## src/sv/assert_macros.svh

```systemverilog
// Assertion macros shared by the sampler RTL
`ifndef ASSERT_MACROS_SVH
`define ASSERT_MACROS_SVH
// Assert an implication on every clock edge outside reset
`define ASSERT_IMPL(lbl, clk, rstn, ante, cons) \
  lbl: assert property (@(posedge clk) disable iff (!rstn) (ante) |-> (cons)) \
    else $error("assertion failed");
// Assert a condition that always holds outside reset
`define ASSERT_ALWAYS(lbl, clk, rstn, cond) \
  lbl: assert property (@(posedge clk) disable iff (!rstn) (cond)) \
    else $error("assertion failed");
`endif

```

## src/sv/bts_pkg.sv

```systemverilog
// Shared types and constants of the bilinear texel sampler
package bts_pkg;
  localparam int unsigned MaxWidth   = 128;
  localparam int unsigned MaxHeight  = 128;
  localparam int unsigned PixelDepth = 16384;
  localparam int unsigned AddrW      = $clog2(PixelDepth);
  localparam int unsigned CoordW     = 19;
  localparam int unsigned QDepth     = 2;

  typedef enum logic [1:0] {
    RegWidth   = 2'd0,
    RegHeight  = 2'd1,
    RegChannel = 2'd2
  } reg_idx_e;

  typedef enum logic {
    ActWrite  = 1'b0,
    ActSample = 1'b1
  } action_e;

  typedef enum logic [2:0] {
    BkIdle,
    BkRead,
    BkLast,
    BkOut
  } bk_state_e;

  // One decoded command between the front and the back
  typedef struct packed {
    action_e          act;
    logic [AddrW-1:0] waddr;
    logic [31:0]      wdata;
    logic [7:0]       x0;
    logic [7:0]       x1;
    logic [7:0]       y0;
    logic [7:0]       y1;
    logic [7:0]       fx;
    logic [7:0]       fy;
  } cmd_t;
endpackage

```

## src/sv/bts_queue.sv

```systemverilog
// Short command queue between front and back
module bts_queue import bts_pkg::*; (
  input  logic clk_i,
  input  logic rst_ni,
  input  logic in_valid_i,
  output logic in_ready_o,
  input  cmd_t in_cmd_i,
  output logic out_valid_o,
  input  logic out_ready_i,
  output cmd_t out_cmd_o
);
  localparam int unsigned PtrW = $clog2(QDepth);
  cmd_t ent_q [QDepth];
  logic [PtrW-1:0] rd_q, wr_q;
  logic [PtrW:0]   cnt_q;
  logic push, pop;

  assign in_ready_o  = cnt_q != (PtrW+1)'(QDepth);
  assign out_valid_o = cnt_q != '0;
  assign push = in_valid_i && in_ready_o;
  assign pop  = out_valid_o && out_ready_i;
  assign out_cmd_o = ent_q[rd_q];

  always_ff @(posedge clk_i or negedge rst_ni) begin
    if (!rst_ni) begin
      rd_q <= '0;
      wr_q <= '0;
      cnt_q <= '0;
    end else begin
      if (push) wr_q <= wr_q + 1'b1;
      if (pop) rd_q <= rd_q + 1'b1;
      cnt_q <= cnt_q + (PtrW+1)'(push) - (PtrW+1)'(pop);
    end
  end

  always_ff @(posedge clk_i) begin
    if (push) ent_q[wr_q] <= in_cmd_i;
  end
endmodule

```

## config.mk

```make
export PLATFORM = sky130hd
export DESIGN_NAME = bts_queue
export DESIGN_NICKNAME = d
export VERILOG_FILES = /design/src/sv/assert_macros.svh /design/src/sv/bts_pkg.sv /design/src/sv/bts_queue.sv
export SDC_FILE = /design/constraint.sdc
export NUM_CORES = 1
export LEC_CHECK = 0
export BUFFER_PORTS_ARGS = -buffer_cell sky130_fd_sc_hd__buf_2
export CORE_ASPECT_RATIO = 1.1
export CORE_MARGIN = 4
export CORE_UTILIZATION = 35
export DETAILED_ROUTE_END_ITERATION = 8
export SETUP_SLACK_MARGIN = 0.1
export SYNTH_ARGS = -nofsm -noshare
export SYNTH_HDL_FRONTEND = slang
export SYNTH_SLANG_ARGS = --single-unit
```

## constraint.sdc

```tcl
create_clock -name clk_i -period 5.17 [get_ports clk_i]
set_clock_uncertainty 0.15 [all_clocks]
set_input_delay 0.2585 -clock clk_i [delete_from_list [all_inputs] [get_ports clk_i]]
set_output_delay 0.2585 -clock clk_i [all_outputs]
set_load 0.02 [all_outputs]
```

==> summary.md <==
| Metric | Value |
|---|---|
| Status | `complete, no violations` |
| Worst-Margin Slew | `between 1 and 1.5 ns` |
| Pwr dens | `533 nW/um^2` |
| Crit path DAT | `2.66 ns` |
| Synth cell types | `21` |
| Simple-Gate Fraction of Synth Area | `0.00671` |
| Sequential area share after synthesis | `0.798` |
| Boundary Pins | `196` |
| Maximum clock insertion buffer count | `2` |
| Worst skew pair latency | `0.41 ns` |
| Final Setup Violations | `0` |
| Deepest level of the CTS H-tree | `4` |
| Peak VDD IR | `about 0.00027 V` |
| Syn Std Cell Area | `7280 um^2` |
| R2R cell count | `3` |
| Placed Area | `8490 um^2` |
| Setup_tns | `0 ns` |
| Drt first-iter violations | `199` |
| Fin. Hold Viols | `0` |
| Yosys top cell by area | `edfxtp_1` |
| Routed length per instance | `16.3 um` |
| Vias in the first global route | `approximately 4.3k` |
| Yosys warns | `0` |
| PortBufs | `just under 200` |
| Post-synthesis adder-cell area fraction | `0.00172` |
| DRC viols | `0` |
| Required @ worst endpoint | `4.76 ns` |
| Die Wd | `~150 um` |
| Final worst-path cycle share | `0.593` |
| Die H | `159 um` |
| Final ANT Viol Nets | `0` |
| FF-to-FF setup slack | `about 2.7 ns` |
| DR vias | `3960` |
| Synth Register Bits | `194` |
| Inst Count DP | `between 700 and 800` |
| # diodes | `0` |
| Top-area cell type share of the netlist area | `0.784` |
| Leak | `3.85 nW` |
| Max_cap viols | `0` |
| Row count | `55` |
| Mux contribution to synthesized area | `0.168` |
| Maximum clock rate | `0.326 GHz` |
| RSZ-0062 raised after global routing | `no` |
| Total Die Area | `23200 um^2` |
| Post-Layout Cell Count | `slightly below 900` |
| Worst-path clk slew | `0.07 ns` |
| CTS tree | `built` |
| Total power | `0.00531 W` |
| Routed wire length | `14500 um` |
| Mean area per synthesized cell | `approximately 23 um^2` |
| Syn Nets | `418` |
| Hold_ws | `roughly 0.025 ns` |
| Largest fanout on the critical path | `74` |
| Syn Inst Count | `roughly 320` |
| Xor/xnor share of the synthesized area | `0.00361` |
| Initial Util | `0.355` |
| Net count, final | `721` |
| Root Buffer | `clkbuf_16` |
| Layout cells sized above 1 | `0.513` |
| First-pass GRT wire length | `23100 um` |
| Global Route Usage Sum | `0.126` |
| CTS sink count | `194` |
| Area of the core | `about 20000 um^2` |
| Synth top area cells | `edfxtp_1 (78%), mux2_2 (8.5%), mux2_4 (8.3%)` |
| Gr ovfl total | `0` |
| Highest-count cells in the layout ignoring fill and taps | `buf_2 (195), edfxtp_1 (190), dlygate4sd3_1 (96), mux2_2 (55), mux2_4 (40)` |
| Slew headroom | `0.256` |
| Area Overhead vs Synth | `37.0%` |
| TritonRoute pass-1 iters | `4` |
| GP Congestion | `0.707` |
| CTS Buf Count | `17` |
| Avg Vias per Cell | `4.46` |
| Compound-Gate Fraction of Synth Area | `0.00430` |
| Largest family of logic cells by synthesized area | `multiplexers` |
| Largest net degree at the start of global routing | `75` |
| Antenna violations before repair | `0` |
| DP Wirelength | `9170 um` |
| Critical path type | `reg2out` |
| Min Tclk post-route | `3.07 ns` |
| CP endpoint kind | `output port` |
| Most common cell after layout, fill and taps aside | `buf_2` |
| Hold crit path type | `in2async` |
| Worst setup SP type | `flip-flop` |
| Finished layout cell area | `~10000 um^2` |
| Slew Viols, Final | `0` |
==> worst paths after layout <==
check / startpoint / end
min in group clk_i: out_ready_i / rd_q
hold reg to reg: wr_q / wr_q
max in group asynchronous: rst_ni / rd_q
hold / removal: rst_ni / cnt_q[0]
setup / recovery: rd_q / out_cmd_o[26]
setup reg to reg: cnt_q[0] / ent_q[1][83]
==> final cells by class <==
class / instances / area (um^2)
repair buffers: 295 / 1970
multi-input cells: 113 / 1350
clock buffers: 18 / 429
fillers: 1725 / 10500
flip-flops and latches: 194 / 5810
clock inverters: 11 / 90.1
well taps: 256 / 320
==> flip-flops by register name, summed over array words and instances, names as in the netlist <==
signal	cells
cnt_q	2
rd_q	1
ent_q	190
wr_q	1
==> power by group <==
group          switching, W  internal, W
clock network      0.000536     0.000653
logic              0.000972     0.000787
registers          0.000210      0.00215
total               0.00172      0.00359
==> worst max-delay path, stage by stage (launching register included) <==
cell and delay (ns):
dfrtp_4 1.14, buf_4 0.55, mux2_2 0.38, buf_2 0.16
==> stage by stage <==
stage,setup slack (ns),util
after global routing,1.94,0.486
after CTS,2.00,0.486
final,2.10,0.486
after floorplan,1.30,-
after detailed placement,2.46,0.414
after global placement,2.52,0.414
==> metal layers <==
layer	track usage	vias up	share of wire
met5	0	-	0
met1	0.147	1939	0.41
met3	0.0418	21	0.063
met4	0.0497	0	0.021
li1	-	1866	-
met2	0.215	134	0.51
==> cell usage after synthesis <==
library cell  number
a211oi_1           1
a21bo_2            1
a32oi_1            1
and3_1             1
buf_12             4
buf_2              5
buf_6              1
buf_8              1
dfrtp_1            4
edfxtp_1         190
ha_1               1
mux2_2            55
mux2_4            40
nand2_1            2
nand2b_1           1
nand3_1            1
nor2_1             3
nor2b_1            1
o21ai_0            1
or2_2              1
xnor2_1            3
==> cell families after synthesis <==
group / after synthesis
mux: 95
xor+xnor: 3
compound gates: 4
simple gates: 10
fa+ha+maj: 1
flops: 194
buf+inv: 11
==> repair_timing <==
action	4_1_cts	5_1_grt
endpoints found under the hold margin	194	0
setup buffers	0	0
gates resized for setup	0	0
hold buffers	96	0
Power figures use the tool's default switching activity.
