**src/sv/assert_macros.svh**
```systemverilog
// Assertion macros shared by the sampler RTL
`ifndef ASSERT_MACROS_SVH
`define ASSERT_MACROS_SVH
// Assert an implication on every clock edge outside reset
`define ASSERT_IMPL(lbl, clk, rstn, ante, cons) \
  lbl: assert property (@(posedge clk) disable iff (!rstn) (ante) |-> (cons)) \
    else $error("assertion failed");
// Assert a condition that always holds outside reset
`define ASSERT_ALWAYS(lbl, clk, rstn, cond) \
  lbl: assert property (@(posedge clk) disable iff (!rstn) (cond)) \
    else $error("assertion failed");
`endif

```
**src/sv/bts_pkg.sv**
```systemverilog
// Shared types and constants of the bilinear texel sampler
package bts_pkg;
  localparam int unsigned MaxWidth   = 128;
  localparam int unsigned MaxHeight  = 128;
  localparam int unsigned PixelDepth = 16384;
  localparam int unsigned AddrW      = $clog2(PixelDepth);
  localparam int unsigned CoordW     = 19;
  localparam int unsigned QDepth     = 2;

  typedef enum logic [1:0] {
    RegWidth   = 2'd0,
    RegHeight  = 2'd1,
    RegChannel = 2'd2
  } reg_idx_e;

  typedef enum logic {
    ActWrite  = 1'b0,
    ActSample = 1'b1
  } action_e;

  typedef enum logic [2:0] {
    BkIdle,
    BkRead,
    BkLast,
    BkOut
  } bk_state_e;

  // One decoded command between the front and the back
  typedef struct packed {
    action_e          act;
    logic [AddrW-1:0] waddr;
    logic [31:0]      wdata;
    logic [7:0]       x0;
    logic [7:0]       x1;
    logic [7:0]       y0;
    logic [7:0]       y1;
    logic [7:0]       fx;
    logic [7:0]       fy;
  } cmd_t;
endpackage

```
**src/sv/bts_front.sv**
```systemverilog
// Front end: coordinate scaling, flooring and clamping into commands
module bts_front import bts_pkg::*; (
  input  logic              clk_i,
  input  logic              rst_ni,
  input  logic              in_valid_i,
  output logic              in_ready_o,
  input  logic              act_i,
  input  logic [AddrW-1:0]  idx_i,
  input  logic [31:0]       word_i,
  input  logic signed [CoordW-1:0] u_i,
  input  logic signed [CoordW-1:0] v_i,
  input  logic [7:0]        w_i,
  input  logic [7:0]        h_i,
  output logic              cmd_valid_o,
  input  logic              cmd_ready_i,
  output cmd_t              cmd_o
);
  // Stage 1: multiply, stage 2: floor and clamp
  logic         s1_q, s1_d;
  logic         s1_act_q;
  logic [AddrW-1:0] s1_idx_q;
  logic [31:0]  s1_word_q;
  logic signed [28:0] pu_q, pv_q;
  logic [7:0]   w_q, h_q;
  logic         out_q;
  cmd_t         cmd_q;
  logic [7:0]   we, he;

  assign we = (w_i == 8'd0) ? 8'd1 : (w_i > 8'(MaxWidth)) ? 8'(MaxWidth) : w_i;
  assign he = (h_i == 8'd0) ? 8'd1 : (h_i > 8'(MaxHeight)) ? 8'(MaxHeight) : h_i;

  logic adv2, adv1;
  assign adv2 = !out_q || cmd_ready_i;
  assign adv1 = !s1_q || adv2;
  assign in_ready_o = adv1;
  assign s1_d = in_valid_i ? 1'b1 : 1'b0;

  always_ff @(posedge clk_i or negedge rst_ni) begin
    if (!rst_ni) begin
      s1_q  <= 1'b0;
      out_q <= 1'b0;
    end else begin
      if (adv1) s1_q <= s1_d;
      if (adv2) out_q <= s1_q;
    end
  end

  always_ff @(posedge clk_i) begin
    if (adv1 && in_valid_i) begin
      s1_act_q  <= act_i;
      s1_idx_q  <= idx_i;
      s1_word_q <= word_i;
      pu_q <= 29'(u_i * $signed({1'b0, we})) - 29'sh8000;
      pv_q <= 29'(v_i * $signed({1'b0, he})) - 29'sh8000;
      w_q  <= we;
      h_q  <= he;
    end
  end

  function automatic logic [7:0] clampc(input logic signed [12:0] b,
                                        input logic [7:0] sz);
    logic signed [12:0] hi;
    hi = $signed({5'd0, sz}) - 13'sd1;
    if (b < 0) return 8'd0;
    if (b > hi) return hi[7:0];
    return b[7:0];
  endfunction

  logic signed [12:0] bu, bv;
  assign bu = pu_q[28:16];
  assign bv = pv_q[28:16];

  always_ff @(posedge clk_i) begin
    if (adv2 && s1_q) begin
      cmd_q.act   <= action_e'(s1_act_q);
      cmd_q.waddr <= s1_idx_q;
      cmd_q.wdata <= s1_word_q;
      cmd_q.x0    <= clampc(bu, w_q);
      cmd_q.x1    <= clampc(bu + 13'sd1, w_q);
      cmd_q.y0    <= clampc(bv, h_q);
      cmd_q.y1    <= clampc(bv + 13'sd1, h_q);
      cmd_q.fx    <= pu_q[15:8];
      cmd_q.fy    <= pv_q[15:8];
    end
  end

  assign cmd_valid_o = out_q;
  assign cmd_o       = cmd_q;
endmodule

```
**config.mk**
```make
export PLATFORM = sky130hd
export DESIGN_NAME = bts_front
export DESIGN_NICKNAME = d
export VERILOG_FILES = /design/src/sv/assert_macros.svh /design/src/sv/bts_pkg.sv /design/src/sv/bts_front.sv
export SDC_FILE = /design/constraint.sdc
export NUM_CORES = 1
export LEC_CHECK = 0
export ABC_AREA = 1
export BUFFER_PORTS_ARGS = -buffer_cell sky130_fd_sc_hd__buf_2
export CORE_MARGIN = 8
export CORE_UTILIZATION = 55
export DETAILED_ROUTE_END_ITERATION = 6
export PLACE_DENSITY = 0.83
export RECOVER_POWER = 25
export SLEW_MARGIN = 30
export SYNTH_ARGS = -nofsm -noshare
export SYNTH_HDL_FRONTEND = slang
export SYNTH_SLANG_ARGS = --single-unit
```
**constraint.sdc**
```tcl
create_clock -name clk_i -period 7.6 [get_ports clk_i]
set_clock_uncertainty 0.1 [all_clocks]
set_input_delay 1.52 -clock clk_i [delete_from_list [all_inputs] [get_ports clk_i]]
set_output_delay 1.52 -clock clk_i [all_outputs]
set_load 0.1 [all_outputs]
```
==> metrics.md <==
| Metric | Value |
|---|---|
| Fmax | 144 MHz |
| CTS root buf | clkbuf_16 |
| Dominant synthesized flop cell | edfxtp_1 |
| CP cell instances | clkbuf_1 -> o21ai_4 -> nand2_1 -> clkinv_1 -> nand2_1 -> fa_1 -> inv_1 -> fa_1 -> fa_1 -> fa_1 -> inv_1 -> fa_1 -> inv_1 -> ha_1 -> nand2_1 -> nor2_1 -> nor2_1 -> nor2_1 -> a2111oi_0 -> nand2_1 -> nand2_1 -> nand2_1 |
| Share of layout cells above drive strength 1 | 0.119 |
| Leak Pwr | ~11 nW |
| GRT overflow | 0 |
| Largest net degree at the start of global routing | 65 |
| Most frequent cells in the layout | 429 x inv_1, 394 x nand2_1, 270 x fa_1 |
| Initial Utilization | 0.559 |
| Top sig layer | met4 |
| Hold Path Class | reg2reg |
| CTS Sinks | 202 |
| Final-report hold violation count | 0 |
| Crit Reg-Reg Startpoint | pu_q[17] |
| Post-cts resize count | 0 |
| Hold EP | cmd_o[11] |
| Inserted Clock Buffers | 22 |
| Period utilisation layout | 0.912 |
| Distinct cells, synth | 53 |
| CP peak stage delay | 0.52 ns |
| Power, Total | 7.73 mW |
| TritonCTS clock tree | yes |
| EDFF count, synth | 200 |
| Fillers | between 2000 and 3000 |
| DR WL met3 | 3340 um |
| Hold Crit Start | pu_q[11] |
| Failing checks | capacitance limit, slew limit |
| Crit path top cell by count | nand2_1 |
| Critical path's slowest cell | fa_1 |
| Status | finished with violations |
| Nets | approximately 2800 |
| Met1 Wirelength | 19100 um |
| Critical path peak fanout | 14 |
| Worst Reg-to-Reg Cells | 20 |
| First-pass GRT wire length | just under 80000 um |
| Critical Path Start Type | primary input |
| RSZ-0062 raised after global routing | false |
| Area Growth Syn to Fin | 11.5% |
| Peak VDD IR | ~210 uV |
| Skew-Pair Late Insertion Delay | around 0.52 ns |
| Gp weighted congestion | 0.937 |
| Ys Warns | 0 |
| Clock Path Buffers | 3 |
| GRT Overall Usage | 0.225 |
| WS Path Type | in2reg |
| Initial antenna violation count | 1 |
| Detailed router's first-iteration violation count | approximately 950 |
| Setup TNS Final | 0 ns |
| Worst-margin pin slew | 1.52 ns |
| Sequential fraction of the synthesis area | 0.304 |
| Wire per inst | 16.9 um |
| Final min period | 6.93 ns |
| Synthesized cell area | 19900 um^2 |
| Pwr/cell area | between 300 and 400 nW/um^2 |
| Reg-to-reg endpoint | cmd_o[33] |
| Final core area utilization | 0.624 |
| Max Slew Vio Count | 14 |
| Die Area | approximately 43000 um^2 |
| Critical path's top delay family | adder cells |
| Reg clk slew, reported paths | 0.06 ns |
| Met2 wire len | 23100 um |
| DP Wirelength | 39800 um |
| Placement Setup Slack | approximately 0.32 ns |
| Hold depth | 0 |
| Final setup viols | 0 |
| WP buf/inv | 5 |
| Post-CTS setup buffer count | 0 |
| Vias | 14900 |
| Syn_nets | roughly 2600 |
| Setup ws final | 0.671 ns |
| Row count | 69 |
| Die width | 206 um |
| Worst slew margin | -0.0121 |
| Arr. time, crit path | 7.09 ns |
| Number of routed nets with antenna violations | 0 |
| Drt first pass iters | 7 |
| Syn_area_per_cell | about 9.5 um^2 |
| Cts hold-fix bufs | 0 |
| Die height | 206 um |
| Vias in the first global route | 15800 |
| R2r setup slk | ~3.4 ns |
| Routed WL | 47200 um |
| Worst EP required | between 7 and 8 ns |
| Endpoint class of the critical path | register |
| Vias per std cell | between 5 and 6 |
| Most common cell after layout, fill and taps aside | inv_1 |
| Mapped Cells | 2093 |
| Core Box Area | 35700 um^2 |
| H-tree levels | 1 |
| Buffers on Ports | 201 |
| DRC | 0 |
| Max-cap violations | 1 |
| Number of I/O pins | between 200 and 250 |
| Asr flop ratio synth | 0.00990 |
| Synth Register Bits | 202 |
## layer usage
| layer | track usage | vias up |
|---|---|---|
| li1 | - | 6984 |
| met1 | 0.284 | 7241 |
| met2 | 0.391 | 583 |
| met3 | 0.0323 | 111 |
| met4 | 0.0784 | 0 |
| met5 | 0 | - |
## metrics by stage
stage	area (um^2)	instances	hold slack, ns
6_report	22200	2784	0.311
5_1_grt	22200	2784	0.316
4_1_cts	22200	2783	0.309
3_5_place_dp	21600	2743	0.305
3_3_place_gp	21500	2742	0.300
2_1_floorplan	19900	2093	0.300
## worst max-delay path by stage
stage / start / end / slack, ns / cells past startpoint
2_1_floorplan: w_i[4] / pu_q[27] / 0.68 / 22
3_3_place_gp: w_i[4] / pu_q[28] / 0.38 / 23
3_5_place_dp: w_i[2] / pu_q[27] / 0.32 / 24
4_1_cts: w_i[4] / pu_q[27] / 0.86 / 24
5_1_grt: w_i[7] / pu_q[26] / 0.29 / 23
6_report: w_i[7] / pu_q[27] / 0.67 / 22
## state kept, by name, summed over array words and instances, names as in the netlist
name	count
s1_act_q	1
cmd_o	95
s1_q	1
cmd_valid_o	1
pv_q	21
s1_word_q	32
pu_q	21
w_q	8
s1_idx_q	14
h_q	8
## worst register-to-register path, stage by stage (launching register included)
cell and delay (ns):
edfxtp_1 0.43, ha_1 0.21, nand2_1 0.07, nor2_1 0.16, nand3_1 0.14, nor2_1 0.17, nand2_1 0.11, or2_2 0.30
xor2_1 0.45, inv_1 0.19, ha_1 0.39, a21oi_1 0.13, o21ai_0 0.09, a21oi_1 0.14, nand2_1 0.08, xnor2_1 0.13
nand2_1 0.13, inv_1 0.31, nand2_1 0.09, nand2_1 0.08, nor2_1 0.05
## cell families after synthesis
logic type                 synth area share
and+or+nand+nor                       0.146
buffers and inverters                0.0891
adders and majority gates             0.370
AOI/OAI and AO/OA                    0.0594
DFF                                   0.304
xor gates and xnor gates             0.0321
## Yosys cell counts (5+ instances only)
cell,number,area [um^2]
inv_1,430,1610
nand2_1,394,1480
fa_1,270,5410
nor2_1,228,856
edfxtp_1,200,6010
ha_1,157,1960
a21oi_1,104,521
xor2_1,54,473
o21ai_0,47,235
nand3_1,45,225
clkbuf_1,19,71.3
xnor2_1,19,166
nor3_1,16,80.1
nand4_1,11,68.8
o21a_1,9,67.6
nor4_1,7,43.8
a31oi_1,6,37.5
clkinv_1,5,18.8
## layout make-up
type | instances | area (um^2) | share of cell area
antenna | 1 | 2.50 | 0.000113
clock buffer | 29 | 587 | 0.0264
clock inverter | 11 | 108 | 0.00484
inverter | 439 | 1650 | 0.0743
multi-input combinational | 1422 | 12100 | 0.545
sequential | 202 | 6060 | 0.272
tap | 461 | 577 | 0.0259
timing repair buffer | 219 | 1130 | 0.0510
## power breakdown
group,switching (mW),internal [mW],total [mW]
clock,0.428,0.586,1.01
sequential,0.174,1.69,1.86
combinational,3.34,1.51,4.85
No activity file was read; power rests on OpenSTA's default activity.
